--- src/rtl/core/salru_ram.sv ---
`default_nettype none
module salru_ram #(
  parameter int WIDTH = 8,
  parameter int DEPTH = 16,
  localparam int AW = (DEPTH > 1) ? $clog2(DEPTH) : 1
) (
  input  logic             clk,
  input  logic             we,
  input  logic [AW-1:0]    waddr,
  input  logic [WIDTH-1:0] wdata,
  input  logic [AW-1:0]    raddr,
  output logic [WIDTH-1:0] rdata
);

  logic [WIDTH-1:0] mem [DEPTH];

  // One write port, one registered read port (old data on collision)
  always_ff @(posedge clk) begin
    if (we) begin
      mem[waddr] <= wdata;
    end
    rdata <= mem[raddr];
  end

endmodule
`default_nettype wire

--- config.mk ---
export PLATFORM = sky130hd
export DESIGN_NAME = salru_ram
export DESIGN_NICKNAME = d
export VERILOG_FILES = /design/src/rtl/core/salru_ram.sv
export SDC_FILE = /design/constraint.sdc
export NUM_CORES = 1
export LEC_CHECK = 0
export BUFFER_PORTS_ARGS = -buffer_cell sky130_fd_sc_hd__buf_2
export CELL_PAD_IN_SITES_DETAIL_PLACEMENT = 1
export CELL_PAD_IN_SITES_GLOBAL_PLACEMENT = 2
export CORE_MARGIN = 3
export CORE_UTILIZATION = 45
export CTS_BUF_LIST = sky130_fd_sc_hd__clkbuf_8
export CTS_CLUSTER_DIAMETER = 150
export DETAILED_ROUTE_END_ITERATION = 7
export PLACE_DENSITY_LB_ADDON = 0.1
export SYNTH_ARGS = -nofsm -noshare
export SYNTH_HDL_FRONTEND = slang
export SYNTH_SLANG_ARGS = --single-unit
export TNS_END_PERCENT = 50
--- constraint.sdc ---
create_clock -name clk -period 1.85 [get_ports clk]
set_input_delay 0.37 -clock clk [delete_from_list [all_inputs] [get_ports clk]]
set_output_delay 0.37 -clock clk [all_outputs]
set_load 0.01 [all_outputs]
==> flow_metrics.py <==
metrics = {
    "floorplanning": {
        "row_count": 38,
        "die_y_um": 113,
        "start_util": 0.467,
        "die_w_um": 113,
        "dieArea_mm2": 0.0128,
        "ios": 26,
        "core-area_mm2": 0.0110,
    },
    "global_routing": {
        "track_usage": 0.174,
        "grt_max_degree": 21,
        "grt_first_pass_wirelength_mm": 15.8,
        "grt_overflow_total": 0,
        "antenna_found_initial": 0,
        "grt_pass1_vias": 2637,
    },
    "yosys": {
        "netlist_instances": 229,
        "ys_top_cells_by_area": "edfxtp_1, mux4_2, mux4_1, dfxtp_1, a22oi_1",
        "synth_most_common_cell": "edfxtp_1",
        "syn_nets": 247,
        "synth_top_cells_by_count": "edfxtp_1, mux4_2, a22oi_1",
        "yosysTopAreaCell": "edfxtp_1",
        "yosysSeqAreaShare": 0.778,
        "synth_flop_cell": "edfxtp_1",
        "synth_top_area_share": 0.747,
        "yosys.cell_types.count": 19,
        "async_reset_ff_frac": 0,
        "synth_area_mm2": 0.00515,
        "synth_warnings": 0,
        "synth_seq_cells": 136,
        "synth.avg_cell_area_um2": 22.5,
        "synth_edf_count": 128,
    },
    "detailed_routing": {
        "drc": 0,
        "ant_nets": 0,
        "num_vias": 2421,
        "routedWlPerCell_um": 23.5,
        "drt_iter0_markers": 129,
        "finalWirelength_mm": 10.3,
        "drt-pass1-iter-count": 5,
        "vias_per_cell": 5.51,
    },
    "finish": {
        "area_growth_pct": 16.5,
        "finish.net_count": 304,
        "layout-drive-gt1-share": 0.318,
        "antennaDiodeCount": 0,
    },
    "sta": {
        "fin_ws_ns": 0.425,
        "fmax_mhz": 702,
        "worst_pin_slew_ns": 0.430,
        "period_minus_slack_ns": 1.42,
        "slew_headroom": 0.714,
        "slew_violations": 0,
        "fin_tns_setup_ns": 0,
        "skew_ns": 0.0102,
        "hold_violations": 0,
        "finalSetupViolations": 0,
        "rsz0062_at_grt": "no",
        "post-route-period-util": 0.770,
    },
    "place": {
        "gp_congestion": 0.722,
        "port_buffers": 25,
        "post-place-ws_ns": 0.00570,
        "post-dp-hpwl_mm": 6.98,
    },
    "worst_setup_path": {
        "r2r_cells": 3,
        "worstReg2RegStart": "mem[9][1]",
        "critPathLaunchType": "flip-flop",
        "critPathArrivalTime_ns": 1.73,
        "worstPathRequired_ns": 2.15,
        "path_class": "reg -> reg",
        "crit_path_start": "mem[9][1]",
        "worst-path-max-fanout": 1,
        "end_kind": "flip-flop",
    },
    "power_and_ir_drop": {
        "clkPwrFrac": 0.398,
        "p_sw_frac": 0.201,
        "internal-power_mw": 5.04,
        "leakagePower_nw": 2.05,
        "p_comb_frac": 0.053,
        "peakVddDrop_mv": 0.622,
        "switchingPower_mw": 1.27,
        "p_seq_frac": 0.549,
        "p_per_area_mw_per_mm2": 1050,
    },
    "clocking": {
        "cts_max_level": 4,
        "clock_sinks": 136,
        "cts.clk_slew.worst_paths_ns": 0.07,
        "clk_latency_ns": 0.44,
        "cts_resized": 0,
        "hold_buffers": 0,
        "cts_tree": "built",
        "cts_setup_buffers": 0,
        "cts_buffer_depth": 2,
        "cts_buffers": 17,
        "cts-root-buf": "clkbuf_8",
    },
    "hold_path": {
        "hold_path_depth": 1,
        "timing.hold.worst.class": "in -> reg",
        "worstHoldStart": "wdata[0]",
    },
    "run": {
        "drv_cap": 0,
    },
    "status": {
        "outcome": "finished clean",
    },
}
==> cells by family after synthesis <==
| logic type | after synthesis | synth area share |
|---|---|---|
| and+or+nand+nor | 35 | 0.0318 |
| muxes | 32 | 0.150 |
| DFF | 136 | 0.778 |
| AOI/OAI and AO/OA | 16 | 0.0233 |
| buffers and inverters | 10 | 0.0168 |
==> cell usage in the layout, fill, tap and decap left out, types with 2 or more instances in the layout <==
cell type	count
inv_1	3
buf_2	25
dfxtp_1	8
mux4_1	14
buf_12	3
nor2_1	13
nand3b_1	2
clkinv_1	2
buf_4	20
bufinv_16	3
clkbuf_8	21
a22oi_1	16
edfxtp_1	128
nand2_1	9
nand2b_1	2
mux4_2	18
nor3_1	3
==> path summary, 6_finish.rpt <==
| kind | end | slack (ns) |
|---|---|---|
| max | rdata[1] | 0.43 |
| min | mem[4][0] | 0.32 |
| max reg2reg | rdata[1] | 0.43 |
| min reg2reg | rdata[6] | 0.68 |
==> cell type report <==
type / count / area, µm²
repair buffers: 48 / 335
multi-input cells: 83 / 1060
clock buffers: 21 / 289
flip-flops and latches: 136 / 4000
well taps: 140 / 175
fillers: 973 / 5030
clock inverters: 11 / 130
==> per-stage QoR <==
step                      std cells  power [mW]  utilization  instance area, µm²  hold WS, ns
after floorplan                 229        3.71            -                5150        0.469
after global placement          407        3.87        0.506                5580        0.660
after detailed placement        407        3.88        0.506                5580        0.664
after CTS                       439        6.39        0.544                6000        0.300
after global routing            439        6.54        0.544                6000        0.304
final                           439        6.31        0.544                6000        0.317
==> metal layers <==
metal / global-route usage / vias up / wire length, µm
met5: 0 / - / 0
met4: 0.0505 / 0 / 139
met3: 0.0529 / 10 / 431
met2: 0.267 / 58 / 4910
met1: 0.245 / 1267 / 4830
li1: - / 1086 / -
==> state kept, by name, summed over array words and instances, names as in the netlist <==
| register | flops |
|---|---|
| rdata | 8 |
| mem | 128 |
==> critical path: stages (launching register included) <==
cell      delay, ns
edfxtp_1       0.37
mux4_1         0.51
a22oi_1        0.33
nand2_1        0.08
==> power groups by stage <==
| stage | Clock (mW) | Sequential, mW | Combinational (mW) |
|---|---|---|---|
| floorplan | 0 | 3.53 | 0.175 |
| global placement | 0 | 3.53 | 0.336 |
| detailed placement | 0 | 3.53 | 0.345 |
| CTS | 2.58 | 3.47 | 0.345 |
| global route | 2.70 | 3.47 | 0.370 |
| finish | 2.51 | 3.46 | 0.336 |
Power figures use the tool's default switching activity.
